--- src/two_class_priority_thread_scheduler_unit_defines.svh ---
// Assertion macros used by the scheduler sequencer.
// Define NO_ASSERTIONS to compile the checks away.
`ifndef TWO_CLASS_PRIORITY_THREAD_SCHEDULER_UNIT_DEFINES_SVH
`define TWO_CLASS_PRIORITY_THREAD_SCHEDULER_UNIT_DEFINES_SVH

`ifndef NO_ASSERTIONS
// Same-cycle implication, checked outside reset.
`define TCPS_ASSERT_IMP(lbl, clk, rst_n, ante, cons, msg) \
    lbl: assert property (@(posedge clk) disable iff (!rst_n) (ante) |-> (cons)) \
        else $error(msg);
// Next-cycle implication, checked outside reset.
`define TCPS_ASSERT_NXT(lbl, clk, rst_n, ante, cons, msg) \
    lbl: assert property (@(posedge clk) disable iff (!rst_n) (ante) |=> (cons)) \
        else $error(msg);
`else
`define TCPS_ASSERT_IMP(lbl, clk, rst_n, ante, cons, msg)
`define TCPS_ASSERT_NXT(lbl, clk, rst_n, ante, cons, msg)
`endif

`endif

--- src/tcps_pkg.sv ---
// ----------------------------------------------------------------------------
// tcps_pkg
// Types and codes shared by the thread scheduler modules.
// ----------------------------------------------------------------------------
package tcps_pkg;

    // Thread ids and CPU ids are fixed by the field widths.
    localparam int THREAD_W    = 6;
    localparam int CPU_W       = 4;
    localparam int NUM_THREADS = 64;
    localparam int NUM_CPUS    = 16;

    // Command codes on the input beat.
    localparam logic [2:0] CMD_SCHED = 3'd0;
    localparam logic [2:0] CMD_ADD   = 3'd1;
    localparam logic [2:0] CMD_WAKE  = 3'd2;
    localparam logic [2:0] CMD_WAIT  = 3'd3;
    localparam logic [2:0] CMD_REM   = 3'd4;

    // Thread classes.
    localparam logic [1:0] CLS_USER   = 2'd0;
    localparam logic [1:0] CLS_DRIVER = 2'd1;

    // Result status codes.
    localparam logic [1:0] ST_OK      = 2'd0;
    localparam logic [1:0] ST_FULL    = 2'd1;
    localparam logic [1:0] ST_UNKNOWN = 2'd2;

    typedef enum logic [2:0] {
        OP_SCHED,
        OP_ADD,
        OP_WAKE,
        OP_WAIT,
        OP_REM,
        OP_NOP
    } t_op;

    typedef enum logic [1:0] {
        TS_ABSENT,
        TS_NEW,
        TS_READY,
        TS_WAITING
    } t_tstat;

    typedef enum logic [3:0] {
        S_IDLE,
        S_DEC,
        S_SCH_CUR,
        S_POP,
        S_POPW,
        S_CHK,
        S_WAKE,
        S_WAIT,
        S_REM
    } t_state;

    typedef struct packed {
        logic [2:0]          command;
        logic [CPU_W-1:0]    cpu_id;
        logic [THREAD_W-1:0] thread_id;
        logic [1:0]          thread_class;
    } t_in_item;

    typedef struct packed {
        logic [1:0]          status;
        logic [THREAD_W-1:0] next_thread;
        logic                first_start;
        logic                context_saved;
        logic                switched;
    } t_out_item;

    // Decoded command as held between front and back.
    typedef struct packed {
        t_op                 op;
        logic [CPU_W-1:0]    cpu;
        logic [THREAD_W-1:0] tid;
        logic [1:0]          cls;
    } t_cmd;

    // Thread table entry.
    typedef struct packed {
        t_tstat     st;
        logic [1:0] cls;
    } t_tent;

    // Control from the sequencer to one ready queue.
    typedef struct packed {
        logic                push;
        logic [THREAD_W-1:0] data;
        logic                pop;
    } t_rq_ctrl;

    // Status from one ready queue.
    typedef struct packed {
        logic empty;
        logic full;
    } t_rq_stat;

endpackage

--- src/two_class_priority_thread_scheduler_unit.sv ---
// ----------------------------------------------------------------------------
// two_class_priority_thread_scheduler_unit
// Strict-priority scheduler with driver and user ready queues.
// ----------------------------------------------------------------------------
// Commands enter a two-beat front queue and are carried out one at a time by
// a sequencer whose speed is set by the registered reads of the thread table
// and of the ready queue memories. After fetch and decode, add and unknown
// codes give their result; wake, wait and remove first read the thread
// table. A schedule reads the running thread's entry and requeues it if
// ready, unless idle keeps running; it then pops the driver or else the
// user queue, reads the popped id's entry and skips stale ids of removed
// threads, or takes the idle thread when both queues are empty. A result
// waits in an output register; the sequencer starts its next command once
// that slot frees. There is no clearing pass after reset.
module two_class_priority_thread_scheduler_unit #(
    parameter int QUEUE_DEPTH = 64
) (
    input  logic                          i_clk,
    input  logic                          i_rst_n,
    input  logic                          i_in_valid,
    output logic                          o_in_ready,
    input  tcps_pkg::t_in_item            i_in,
    output logic                          o_out_valid,
    input  logic                          i_out_ready,
    output tcps_pkg::t_out_item           o_out,
    input  logic                          i_cfg_valid,
    output logic                          o_cfg_ready,
    input  logic [tcps_pkg::THREAD_W-1:0] i_cfg_data
);

    logic                          cmd_valid;
    tcps_pkg::t_cmd                cmd;
    logic                          cmd_pop;
    tcps_pkg::t_rq_ctrl            drv_ctrl, usr_ctrl;
    tcps_pkg::t_rq_stat            drv_stat, usr_stat;
    logic [tcps_pkg::THREAD_W-1:0] drv_rdata, usr_rdata;
    logic [tcps_pkg::THREAD_W-1:0] r_idle_id;

    // Idle thread register; a write beat is taken in any cycle.
    assign o_cfg_ready = 1'b1;
    always_ff @(posedge i_clk) begin
        if (!i_rst_n) begin
            r_idle_id <= tcps_pkg::THREAD_W'(1);
        end else if (i_cfg_valid) begin
            r_idle_id <= i_cfg_data;
        end
    end

    tcps_cmd_queue u_front (
        .i_clk       (i_clk),
        .i_rst_n     (i_rst_n),
        .i_in_valid  (i_in_valid),
        .o_in_ready  (o_in_ready),
        .i_in        (i_in),
        .o_cmd_valid (cmd_valid),
        .o_cmd       (cmd),
        .i_cmd_pop   (cmd_pop)
    );

    tcps_ready_queue #(.DEPTH(QUEUE_DEPTH)) u_drv_q (
        .i_clk   (i_clk),
        .i_rst_n (i_rst_n),
        .i_ctrl  (drv_ctrl),
        .o_stat  (drv_stat),
        .o_rdata (drv_rdata)
    );

    tcps_ready_queue #(.DEPTH(QUEUE_DEPTH)) u_usr_q (
        .i_clk   (i_clk),
        .i_rst_n (i_rst_n),
        .i_ctrl  (usr_ctrl),
        .o_stat  (usr_stat),
        .o_rdata (usr_rdata)
    );

    tcps_exec u_back (
        .i_clk       (i_clk),
        .i_rst_n     (i_rst_n),
        .i_cmd_valid (cmd_valid),
        .i_cmd       (cmd),
        .o_cmd_pop   (cmd_pop),
        .i_idle_id   (r_idle_id),
        .o_drv_ctrl  (drv_ctrl),
        .i_drv_stat  (drv_stat),
        .i_drv_rdata (drv_rdata),
        .o_usr_ctrl  (usr_ctrl),
        .i_usr_stat  (usr_stat),
        .i_usr_rdata (usr_rdata),
        .o_out_valid (o_out_valid),
        .i_out_ready (i_out_ready),
        .o_out       (o_out)
    );

endmodule

--- src/tcps_cmd_queue.sv ---
// ----------------------------------------------------------------------------
// tcps_cmd_queue
// Front end: accepts command beats, decodes them and holds up to two in a queue.
// ----------------------------------------------------------------------------
module tcps_cmd_queue (
    input  logic               i_clk,
    input  logic               i_rst_n,
    input  logic               i_in_valid,
    output logic               o_in_ready,
    input  tcps_pkg::t_in_item i_in,
    output logic               o_cmd_valid,
    output tcps_pkg::t_cmd     o_cmd,
    input  logic               i_cmd_pop
);

    tcps_pkg::t_cmd r_ent [2];
    logic           r_wr;
    logic           r_rd;
    logic [1:0]     r_count;
    tcps_pkg::t_cmd dec;
    logic           push;

    // Decode the command code; unused codes become a no-op.
    always_comb begin
        dec.cpu = i_in.cpu_id;
        dec.tid = i_in.thread_id;
        dec.cls = i_in.thread_class;
        unique case (i_in.command)
            tcps_pkg::CMD_SCHED: dec.op = tcps_pkg::OP_SCHED;
            tcps_pkg::CMD_ADD:   dec.op = tcps_pkg::OP_ADD;
            tcps_pkg::CMD_WAKE:  dec.op = tcps_pkg::OP_WAKE;
            tcps_pkg::CMD_WAIT:  dec.op = tcps_pkg::OP_WAIT;
            tcps_pkg::CMD_REM:   dec.op = tcps_pkg::OP_REM;
            default:             dec.op = tcps_pkg::OP_NOP;
        endcase
    end

    assign o_in_ready  = (r_count != 2'd2);
    assign push        = i_in_valid && o_in_ready;
    assign o_cmd_valid = (r_count != 2'd0);
    assign o_cmd       = r_ent[r_rd];

    // Queue storage.
    always_ff @(posedge i_clk) begin
        if (push) begin
            r_ent[r_wr] <= dec;
        end
    end

    // Queue pointers and fill level.
    always_ff @(posedge i_clk) begin
        if (!i_rst_n) begin
            r_wr    <= 1'b0;
            r_rd    <= 1'b0;
            r_count <= 2'd0;
        end else begin
            if (push) begin
                r_wr <= ~r_wr;
            end
            if (i_cmd_pop) begin
                r_rd <= ~r_rd;
            end
            r_count <= r_count + {1'b0, push} - {1'b0, i_cmd_pop};
        end
    end

endmodule

--- src/tcps_ready_queue.sv ---
// ----------------------------------------------------------------------------
// tcps_ready_queue
// Circular FIFO of ready thread ids with a registered read port.
// ----------------------------------------------------------------------------
module tcps_ready_queue #(
    parameter int DEPTH = 64
) (
    input  logic                             i_clk,
    input  logic                             i_rst_n,
    input  tcps_pkg::t_rq_ctrl               i_ctrl,
    output tcps_pkg::t_rq_stat               o_stat,
    output logic [tcps_pkg::THREAD_W-1:0]    o_rdata
);

    localparam int AW = (DEPTH > 1) ? $clog2(DEPTH) : 1;
    localparam int CW = $clog2(DEPTH + 1);

    logic [tcps_pkg::THREAD_W-1:0] r_mem [DEPTH];
    logic [tcps_pkg::THREAD_W-1:0] r_rdata;
    logic [AW-1:0]                 r_head;
    logic [AW-1:0]                 r_tail;
    logic [CW-1:0]                 r_count;
    logic                          do_push;
    logic                          do_pop;

    assign o_stat.empty = (r_count == CW'(0));
    assign o_stat.full  = (r_count == CW'(DEPTH));
    assign do_push      = i_ctrl.push && !o_stat.full;
    assign do_pop       = i_ctrl.pop && !o_stat.empty;
    assign o_rdata      = r_rdata;

    // Storage: write at the tail, registered read at the head.
    always_ff @(posedge i_clk) begin
        if (do_push) begin
            r_mem[r_tail] <= i_ctrl.data;
        end
        if (do_pop) begin
            r_rdata <= r_mem[r_head];
        end
    end

    // Pointers wrap at the queue depth.
    always_ff @(posedge i_clk) begin
        if (!i_rst_n) begin
            r_head  <= '0;
            r_tail  <= '0;
            r_count <= '0;
        end else begin
            if (do_push) begin
                r_tail <= (r_tail == AW'(DEPTH - 1)) ? '0 : r_tail + AW'(1);
            end
            if (do_pop) begin
                r_head <= (r_head == AW'(DEPTH - 1)) ? '0 : r_head + AW'(1);
            end
            r_count <= r_count + CW'(do_push) - CW'(do_pop);
        end
    end

endmodule

--- src/tcps_exec.sv ---
// ----------------------------------------------------------------------------
// tcps_exec
// Back end: sequencer that carries out one command against the thread
// table, the per-CPU running table and the two ready queues.
// ----------------------------------------------------------------------------
`include "two_class_priority_thread_scheduler_unit_defines.svh"

module tcps_exec (
    input  logic                          i_clk,
    input  logic                          i_rst_n,
    input  logic                          i_cmd_valid,
    input  tcps_pkg::t_cmd                i_cmd,
    output logic                          o_cmd_pop,
    input  logic [tcps_pkg::THREAD_W-1:0] i_idle_id,
    output tcps_pkg::t_rq_ctrl            o_drv_ctrl,
    input  tcps_pkg::t_rq_stat            i_drv_stat,
    input  logic [tcps_pkg::THREAD_W-1:0] i_drv_rdata,
    output tcps_pkg::t_rq_ctrl            o_usr_ctrl,
    input  tcps_pkg::t_rq_stat            i_usr_stat,
    input  logic [tcps_pkg::THREAD_W-1:0] i_usr_rdata,
    output logic                          o_out_valid,
    input  logic                          i_out_ready,
    output tcps_pkg::t_out_item           o_out
);

    localparam int TW = tcps_pkg::THREAD_W;

    tcps_pkg::t_state    r_state, n_state;
    tcps_pkg::t_cmd      r_cmd, n_cmd;
    logic [TW-1:0]       r_pick, n_pick;
    logic                r_from_q, n_from_q;
    logic                r_qsel, n_qsel;
    logic [1:0]          r_st, n_st;
    logic                r_saved, n_saved;
    logic                r_out_valid, n_out_valid;
    tcps_pkg::t_out_item r_out, n_out;

    // Thread table with valid bits, and the per-CPU running table.
    tcps_pkg::t_tent      r_tmem [tcps_pkg::NUM_THREADS];
    logic [tcps_pkg::NUM_THREADS-1:0] r_tvalid;
    tcps_pkg::t_tent      r_trd;
    logic                 r_trd_vld;
    logic [TW-1:0]        r_running [tcps_pkg::NUM_CPUS];

    logic [TW-1:0]        t_ra;
    logic                 t_we;
    logic [TW-1:0]        t_wa;
    tcps_pkg::t_tent      t_wd;
    logic                 run_we;
    logic [TW-1:0]        cur;
    tcps_pkg::t_tstat     rd_st;
    logic                 rd_known;
    logic [TW-1:0]        qdata;

    assign cur      = r_running[r_cmd.cpu];
    assign rd_st    = r_trd_vld ? r_trd.st : tcps_pkg::TS_ABSENT;
    assign rd_known = (rd_st != tcps_pkg::TS_ABSENT);
    assign qdata    = r_qsel ? i_usr_rdata : i_drv_rdata;

    assign o_out_valid = r_out_valid;
    assign o_out       = r_out;

    // Sequencer: next state, table accesses, queue control and result.
    always_comb begin
        n_state     = r_state;
        n_cmd       = r_cmd;
        n_pick      = r_pick;
        n_from_q    = r_from_q;
        n_qsel      = r_qsel;
        n_st        = r_st;
        n_saved     = r_saved;
        n_out       = r_out;
        n_out_valid = r_out_valid && !i_out_ready;
        o_cmd_pop   = 1'b0;
        t_ra        = '0;
        t_we        = 1'b0;
        t_wa        = r_cmd.tid;
        t_wd        = '{st: tcps_pkg::TS_NEW, cls: r_cmd.cls};
        run_we      = 1'b0;
        o_drv_ctrl  = '0;
        o_usr_ctrl  = '0;

        unique case (r_state)
            tcps_pkg::S_IDLE: begin
                if (i_cmd_valid && (!r_out_valid || i_out_ready)) begin
                    o_cmd_pop = 1'b1;
                    n_cmd     = i_cmd;
                    n_st      = tcps_pkg::ST_OK;
                    n_saved   = 1'b0;
                    n_state   = tcps_pkg::S_DEC;
                end
            end
            tcps_pkg::S_DEC: begin
                n_out   = '0;
                n_state = tcps_pkg::S_IDLE;
                unique case (r_cmd.op)
                    tcps_pkg::OP_SCHED: begin
                        t_ra    = cur;
                        n_state = tcps_pkg::S_SCH_CUR;
                    end
                    tcps_pkg::OP_ADD: begin
                        t_we = 1'b1;
                        if (r_cmd.cls == tcps_pkg::CLS_USER) begin
                            o_usr_ctrl = '{push: 1'b1, data: r_cmd.tid, pop: 1'b0};
                            n_out.status = i_usr_stat.full ? tcps_pkg::ST_FULL
                                                           : tcps_pkg::ST_OK;
                        end else if (r_cmd.cls == tcps_pkg::CLS_DRIVER) begin
                            o_drv_ctrl = '{push: 1'b1, data: r_cmd.tid, pop: 1'b0};
                            n_out.status = i_drv_stat.full ? tcps_pkg::ST_FULL
                                                           : tcps_pkg::ST_OK;
                        end
                        n_out_valid = 1'b1;
                    end
                    tcps_pkg::OP_WAKE: begin
                        t_ra    = r_cmd.tid;
                        n_state = tcps_pkg::S_WAKE;
                    end
                    tcps_pkg::OP_WAIT: begin
                        t_ra    = cur;
                        n_state = tcps_pkg::S_WAIT;
                    end
                    tcps_pkg::OP_REM: begin
                        t_ra    = r_cmd.tid;
                        n_state = tcps_pkg::S_REM;
                    end
                    default: begin
                        n_out_valid = 1'b1;
                    end
                endcase
            end
            tcps_pkg::S_SCH_CUR: begin
                if (cur == i_idle_id && i_drv_stat.empty && i_usr_stat.empty &&
                    rd_st == tcps_pkg::TS_READY) begin
                    // Idle keeps running with nothing else ready.
                    n_out.next_thread = cur;
                    n_out_valid       = 1'b1;
                    n_state           = tcps_pkg::S_IDLE;
                end else begin
                    if (rd_st == tcps_pkg::TS_READY) begin
                        n_saved = 1'b1;
                        if (r_trd.cls == tcps_pkg::CLS_USER) begin
                            o_usr_ctrl = '{push: 1'b1, data: cur, pop: 1'b0};
                            n_st = i_usr_stat.full ? tcps_pkg::ST_FULL : tcps_pkg::ST_OK;
                        end else if (r_trd.cls == tcps_pkg::CLS_DRIVER) begin
                            o_drv_ctrl = '{push: 1'b1, data: cur, pop: 1'b0};
                            n_st = i_drv_stat.full ? tcps_pkg::ST_FULL : tcps_pkg::ST_OK;
                        end
                    end else if (rd_st == tcps_pkg::TS_WAITING) begin
                        n_saved = 1'b1;
                    end
                    n_state = tcps_pkg::S_POP;
                end
            end
            tcps_pkg::S_POP: begin
                // Driver queue first, then user queue, then the idle thread.
                if (!i_drv_stat.empty) begin
                    o_drv_ctrl.pop = 1'b1;
                    n_qsel         = 1'b0;
                    n_state        = tcps_pkg::S_POPW;
                end else if (!i_usr_stat.empty) begin
                    o_usr_ctrl.pop = 1'b1;
                    n_qsel         = 1'b1;
                    n_state        = tcps_pkg::S_POPW;
                end else begin
                    n_pick   = i_idle_id;
                    n_from_q = 1'b0;
                    t_ra     = i_idle_id;
                    n_state  = tcps_pkg::S_CHK;
                end
            end
            tcps_pkg::S_POPW: begin
                n_pick   = qdata;
                n_from_q = 1'b1;
                t_ra     = qdata;
                n_state  = tcps_pkg::S_CHK;
            end
            tcps_pkg::S_CHK: begin
                if (r_from_q && !rd_known) begin
                    // Stale entry of a removed thread: skip it.
                    n_state = tcps_pkg::S_POP;
                end else begin
                    run_we              = 1'b1;
                    n_out.next_thread   = r_pick;
                    n_out.context_saved = r_saved;
                    n_out.switched      = 1'b1;
                    n_out.status        = rd_known ? r_st : tcps_pkg::ST_UNKNOWN;
                    if (rd_st == tcps_pkg::TS_NEW) begin
                        t_we              = 1'b1;
                        t_wa              = r_pick;
                        t_wd              = '{st: tcps_pkg::TS_READY, cls: r_trd.cls};
                        n_out.first_start = 1'b1;
                    end
                    n_out_valid = 1'b1;
                    n_state     = tcps_pkg::S_IDLE;
                end
            end
            tcps_pkg::S_WAKE: begin
                if (!rd_known) begin
                    n_out.status = tcps_pkg::ST_UNKNOWN;
                end else if (rd_st == tcps_pkg::TS_WAITING) begin
                    t_we = 1'b1;
                    t_wd = '{st: tcps_pkg::TS_READY, cls: r_trd.cls};
                    if (r_trd.cls == tcps_pkg::CLS_DRIVER) begin
                        o_drv_ctrl = '{push: 1'b1, data: r_cmd.tid, pop: 1'b0};
                        n_out.status = i_drv_stat.full ? tcps_pkg::ST_FULL
                                                       : tcps_pkg::ST_OK;
                    end else begin
                        o_usr_ctrl = '{push: 1'b1, data: r_cmd.tid, pop: 1'b0};
                        n_out.status = i_usr_stat.full ? tcps_pkg::ST_FULL
                                                       : tcps_pkg::ST_OK;
                    end
                end
                n_out_valid = 1'b1;
                n_state     = tcps_pkg::S_IDLE;
            end
            tcps_pkg::S_WAIT: begin
                if (!rd_known) begin
                    n_out.status = tcps_pkg::ST_UNKNOWN;
                end else begin
                    t_we = 1'b1;
                    t_wa = cur;
                    t_wd = '{st: tcps_pkg::TS_WAITING, cls: r_trd.cls};
                end
                n_out_valid = 1'b1;
                n_state     = tcps_pkg::S_IDLE;
            end
            tcps_pkg::S_REM: begin
                if (!rd_known) begin
                    n_out.status = tcps_pkg::ST_UNKNOWN;
                end else begin
                    t_we = 1'b1;
                    t_wd = '{st: tcps_pkg::TS_ABSENT, cls: r_trd.cls};
                end
                n_out_valid = 1'b1;
                n_state     = tcps_pkg::S_IDLE;
            end
            default: begin
                n_state = tcps_pkg::S_IDLE;
            end
        endcase
    end

    // Sequencer state and control registers.
    always_ff @(posedge i_clk) begin
        if (!i_rst_n) begin
            r_state     <= tcps_pkg::S_IDLE;
            r_out_valid <= 1'b0;
        end else begin
            r_state     <= n_state;
            r_out_valid <= n_out_valid;
        end
    end

    // Payload registers of the command in flight and of the result.
    always_ff @(posedge i_clk) begin
        r_cmd    <= n_cmd;
        r_pick   <= n_pick;
        r_from_q <= n_from_q;
        r_qsel   <= n_qsel;
        r_st     <= n_st;
        r_saved  <= n_saved;
        r_out    <= n_out;
    end

    // Thread table storage with registered read.
    always_ff @(posedge i_clk) begin
        if (t_we) begin
            r_tmem[t_wa] <= t_wd;
        end
        r_trd <= r_tmem[t_ra];
    end

    // Entry valid bits: an entry never written reads as absent.
    always_ff @(posedge i_clk) begin
        if (!i_rst_n) begin
            r_tvalid  <= '0;
            r_trd_vld <= 1'b0;
        end else begin
            if (t_we) begin
                r_tvalid[t_wa] <= 1'b1;
            end
            r_trd_vld <= r_tvalid[t_ra];
        end
    end

    // Running thread of each CPU.
    always_ff @(posedge i_clk) begin
        if (!i_rst_n) begin
            for (int i = 0; i < tcps_pkg::NUM_CPUS; i++) begin
                r_running[i] <= '0;
            end
        end else if (run_we) begin
            r_running[r_cmd.cpu] <= r_pick;
        end
    end

    `TCPS_ASSERT_IMP(a_fetch_slot_free, i_clk, i_rst_n, o_cmd_pop,
        !r_out_valid || i_out_ready, "command fetched while result slot busy")
    `TCPS_ASSERT_IMP(a_no_pop_empty, i_clk, i_rst_n,
        (o_drv_ctrl.pop && i_drv_stat.empty) || (o_usr_ctrl.pop && i_usr_stat.empty),
        1'b0, "ready queue popped while empty")
    `TCPS_ASSERT_IMP(a_busy_no_result, i_clk, i_rst_n,
        r_state == tcps_pkg::S_SCH_CUR || r_state == tcps_pkg::S_POP,
        !r_out_valid, "result pending while a schedule is in progress")

endmodule

--- config.mk ---
export PLATFORM = sky130hd
export DESIGN_NAME = two_class_priority_thread_scheduler_unit
export DESIGN_NICKNAME = d
export VERILOG_FILES = /design/src/tcps_pkg.sv /design/src/two_class_priority_thread_scheduler_unit.sv /design/src/tcps_cmd_queue.sv /design/src/tcps_ready_queue.sv /design/src/tcps_exec.sv
export VERILOG_INCLUDE_DIRS = /design/src /design/src/src
export SDC_FILE = /design/constraint.sdc
export NUM_CORES = 2
export LEC_CHECK = 0
export BUFFER_PORTS_ARGS = -buffer_cell sky130_fd_sc_hd__buf_2
export CAP_MARGIN = 20
export CORE_ASPECT_RATIO = 1.25
export CORE_MARGIN = 2
export CORE_UTILIZATION = 60
export DETAILED_ROUTE_END_ITERATION = 16
export GPL_TIMING_DRIVEN = 0
export PLACE_DENSITY_LB_ADDON = 0.05
export SYNTH_ARGS = -nofsm -noshare
export SYNTH_HDL_FRONTEND = slang
export SYNTH_SLANG_ARGS = --single-unit
--- constraint.sdc ---
create_clock -name i_clk -period 7.3 [get_ports i_clk]
set_input_delay 1.46 -clock i_clk [delete_from_list [all_inputs] [get_ports i_clk]]
set_output_delay 1.46 -clock i_clk [all_outputs]
set_load 0.005 [all_outputs]
==> results.md <==
* Outcome: completed
* Via count at 30800
* Top cell family by delay on the critical path: simple AND/OR/NAND/NOR gates
* Filler cell count at between 6000 and 7000
* Synthesized Nets at 3294
* Power Total at roughly 18 mW
* Gpl congestion at between 0.9 and 1
* P per Cell Area at between 200 and 300 mW/mm²
* RSZ-0062 raised after global routing: false
* Total Routing Usage GR at 0.311
* Internal power at 13.1 mW
* Layout Cells excl Fill at roughly 4700
* Top_reg_cell synth: edfxtp_1
* Setup violators final at 0
* # Post-CTS Setup Buffers at 0
* Most common cell in the synthesized netlist: edfxtp_1
* Worst Reg2Reg Path Length in Cells at 11
* Remaining DRCs at 0
* CP max stage delay at slightly above 0.8 ns
* Synth Area in Compound Gates at 0.0457
* FFs w/ async S/R, synth at 0
* Data arrival time of the worst path at ~5.8 ns
* Setup crit start kind: flip-flop
* WHS Path Cells at 1
* Clk buf depth at 3
* Util after Layout at 0.675
* Max cap viols at 0
* Area growth syn-to-layout at 12.0%
* Die ar. at a little over 0.09 mm²
* Layout cells sized above 1 at 0.181
* Worst skew pair latency at ~0.7 ns
* Met2 global-route usage at 0.521
* Crit path cell chain: clkbuf_1 > mux4_2 > mux4_2 > xnor2_1 > o2111ai_2 > nor4_4 > o21bai_1 > nand2_2 > inv_2 > nand4_1 > nor2_1
* Synthesized area per cell at roughly 17 µm²
* WS Path Type: reg2reg
* Critical Path End Type: flip-flop
* Cell variety after synth at 84
* Flop pwr share at 0.479
* Combinational Power Share at 0.149
* ANT nets after route at 0
* Final WL at 142000 µm
* Largest net degree at the start of global routing at 44
* Sw Share at 0.266
* Placed cell area at ~0.056 mm²
* DR iter-0 viols at 3749
* Worst-Margin Slew at 1.12 ns
* Multi-input logic area at 0.0148 mm²
* Post-Synth Adder-Cell Area at 0.00648
* Synth top area share at 0.665
* Static leakage at roughly 18 nW
* Initial antenna violation count at 3
* Rows at 123
* CP Max Fanout at 10
* Post-synthesis register bit count at 1320
* Max Slew Vio Count at 0
* Post-cts gate resize count at 0
* Worst Clk Skew at 0.0310 ns
* Switch Pwr at 4.76 mW
* Post-route cell area at 0.0606 mm²
* Initial DRT Pass Iterations at 7
* Clk slew on worst S/H paths at roughly 0.060 ns
* CTS H-tree lvls at 3
* Fmax at around 190 MHz
* Post-Synth XOR/XNOR Area at 0.00534
* Post-DP HPWL at roughly 100000 µm
* Count of final hold-check violations at 0
* Hold_sp: u_back.r_tvalid[12]
* Hold WC Path Type: reg2reg
* Peak supply drop at roughly 220 µV
* Number of synthesized flops with an enable pin at between 1000 and 1500
* Yosys Warn Count at 0
* Most common cell on crit path: mux4_2
* Core Box Area at roughly 0.090 mm²
* Tcrit/Tclk final at 0.740
* CTS buffer count at 121
* Post-synth top area cell: edfxtp_1
* First-pass GRT wire length at 207000 µm
* Mux cell area share after synthesis at 0.134
* Slowest CP cell: nor2_1
* Flop2flop setup slack at between 1.5 and 2 ns
* Top post-synthesis cells by area: edfxtp_1, mux4_2, dfxtp_1, nor2_1, nand2_1
* CTS Root Cell: clkbuf_16
* Max_slew headroom at 0.240
* Simple-gate share of the synthesized area at 0.0788
* Cells after Synth at ~3200
* Top cells by count, synth: edfxtp_1, mux4_2, nor2_1
* Min Tclk post-route at around 5.4 ns
* Via density at 6.53
* Required time worst endpoint at 7.65 ns
* Setup slack after layout at between 1.5 and 2 ns
* Post-placement cell count at around 4500
* Critical path buffers and inverters at 2
* Per-cell routed wire length at 30.0 µm
* R2r endpoint: u_drv_q.r_mem[5][5]
* Port Buffers at 36
* Seq/Total Area, Yosys at 0.710
* Synthesized cell area at 0.0541 mm²
* Ant. Diodes at 0
* CTS sink count at about 1300
* Die W at between 200 and 300 µm
* Worst slack, placed at slightly above 2 ns
* TritonCTS clock tree: done
* Grt met3 use at 0.0403
* R2r startpoint: u_back.r_cmd[9]
* Global route overflow at 0
* Largest family of logic cells by synthesized area: multiplexers
* Number of global-route vias before repair at 31200
* Initial Util at 0.603
* Die Y at between 300 and 400 µm
* Ports at 40
* Reg area at around 0.038 mm²
* WHS Endpoint: u_back.r_tvalid[12]
* Clk network pwr share at 0.371
* M1 GR Usage at 0.416
* Cts hold-fix bufs at 0
* GRT Max-Usage Layer: met2
* Final net count at approximately 3500
cell usage in the layout, fill, tap and decap left out, types with 15 or more instances in the layout:
cell and n:
a31oi_1 36, nor3_1 21, clkbuf_16 122, a21oi_1 44, and3_1 49, clkbuf_1 120, dfxtp_1 122, ha_1 24
mux4_2 284, xnor2_1 17, xor2_1 16, o21a_1 70, buf_1 44, buf_2 81, o21ai_0 45, a211oi_1 43
nand3_1 64, and2_1 111, mux2_2 21, clkinv_1 27, nor2_1 283, inv_1 41, mux2i_1 63, nand2_1 255
nor2b_1 15, edfxtp_1 1198, clkinv_2 20, bufinv_16 23
area by class of cell:
class                   instances  area share
multi-input cells            1683       0.245
clock buffers                 141      0.0517
inverters                      43     0.00266
plain buffers                 196      0.0141
repair buffers                 67      0.0111
well taps                    1187      0.0245
flip-flops and latches       1320       0.634
clock inverters                84      0.0171
worst register-to-register path, stage by stage (launching register included):
cell	delay, ns
edfxtp_1	0.52
clkbuf_1	0.48
mux4_2	0.45
mux4_2	0.65
xnor2_1	0.20
o2111ai_2	0.10
nor4_4	0.09
o21bai_1	0.58
nand2_2	0.26
inv_2	0.18
nand4_1	0.71
nor2_1	0.83
metrics by stage:
stage | setup TNS, ns | hold slack [ns]
floorplan | 0 | 0.433
global placement | -1720.61 | 0.443
detailed placement | 0 | 0.447
CTS | 0 | 0.462
global route | 0 | 0.476
finish | 0 | 0.458
registers in the layout (all words and copies together), names as in the netlist, 7 cells and up:
register          count
u_drv_q.r_count       7
u_usr_q.r_count       7
u_back.r_tmem       256
u_back.o_out         11
u_front.r_ent        30
u_usr_q.r_mem       384
u_drv_q.r_mem       384
u_back.r_tvalid      64
u_back.r_cmd         15
u_back.r_running     96
layer usage:
layer,vias up,part of all wire
met5,-,0
met4,0,0.044
met3,327,0.071
met2,1522,0.50
met1,15900,0.38
li1,13100,-
power groups by stage:
| stage | logic [mW] | clock network, mW | registers (mW) |
|---|---|---|---|
| 5_1_grt | 2.80 | 6.99 | 8.58 |
| 4_1_cts | 2.63 | 6.70 | 8.57 |
| 6_report | 2.67 | 6.64 | 8.57 |
| 3_3_place_gp | 2.50 | 0 | 8.78 |
| 2_1_floorplan | 1.54 | 0 | 8.69 |
| 3_5_place_dp | 2.62 | 0 | 8.73 |
worst max-delay path by stage:
stage | start | to | slack, ns | cells after the start
2_1_floorplan | u_back.r_cmd[8] | u_drv_q.r_mem[0][0] | 1.59 | 10
3_3_place_gp | u_back.r_cmd[9] | u_drv_q.r_mem[22][1] | -2.75 | 9
3_5_place_dp | u_back.r_cmd[9] | u_drv_q.r_mem[5][0] | 2.02 | 11
4_1_cts | u_back.r_cmd[9] | u_drv_q.r_mem[5][1] | 2.00 | 11
5_1_grt | u_usr_q.r_count[3] | u_usr_q.r_count[6] | 1.58 | 20
6_report | u_back.r_cmd[9] | u_drv_q.r_mem[5][5] | 1.90 | 11
cell families (layout without fill, tap and decap cells):
| kind of cell | Yosys count | after routing |
|---|---|---|
| other cells | 1 | 1 |
| xor+xnor | 33 | 33 |
| mux | 368 | 368 |
| flops | 1320 | 1320 |
| buf+inv | 239 | 531 |
| compound gates | 358 | 358 |
| simple gates | 896 | 896 |
| fa+ha+maj | 27 | 27 |
(Power assumes the default switching activity.)
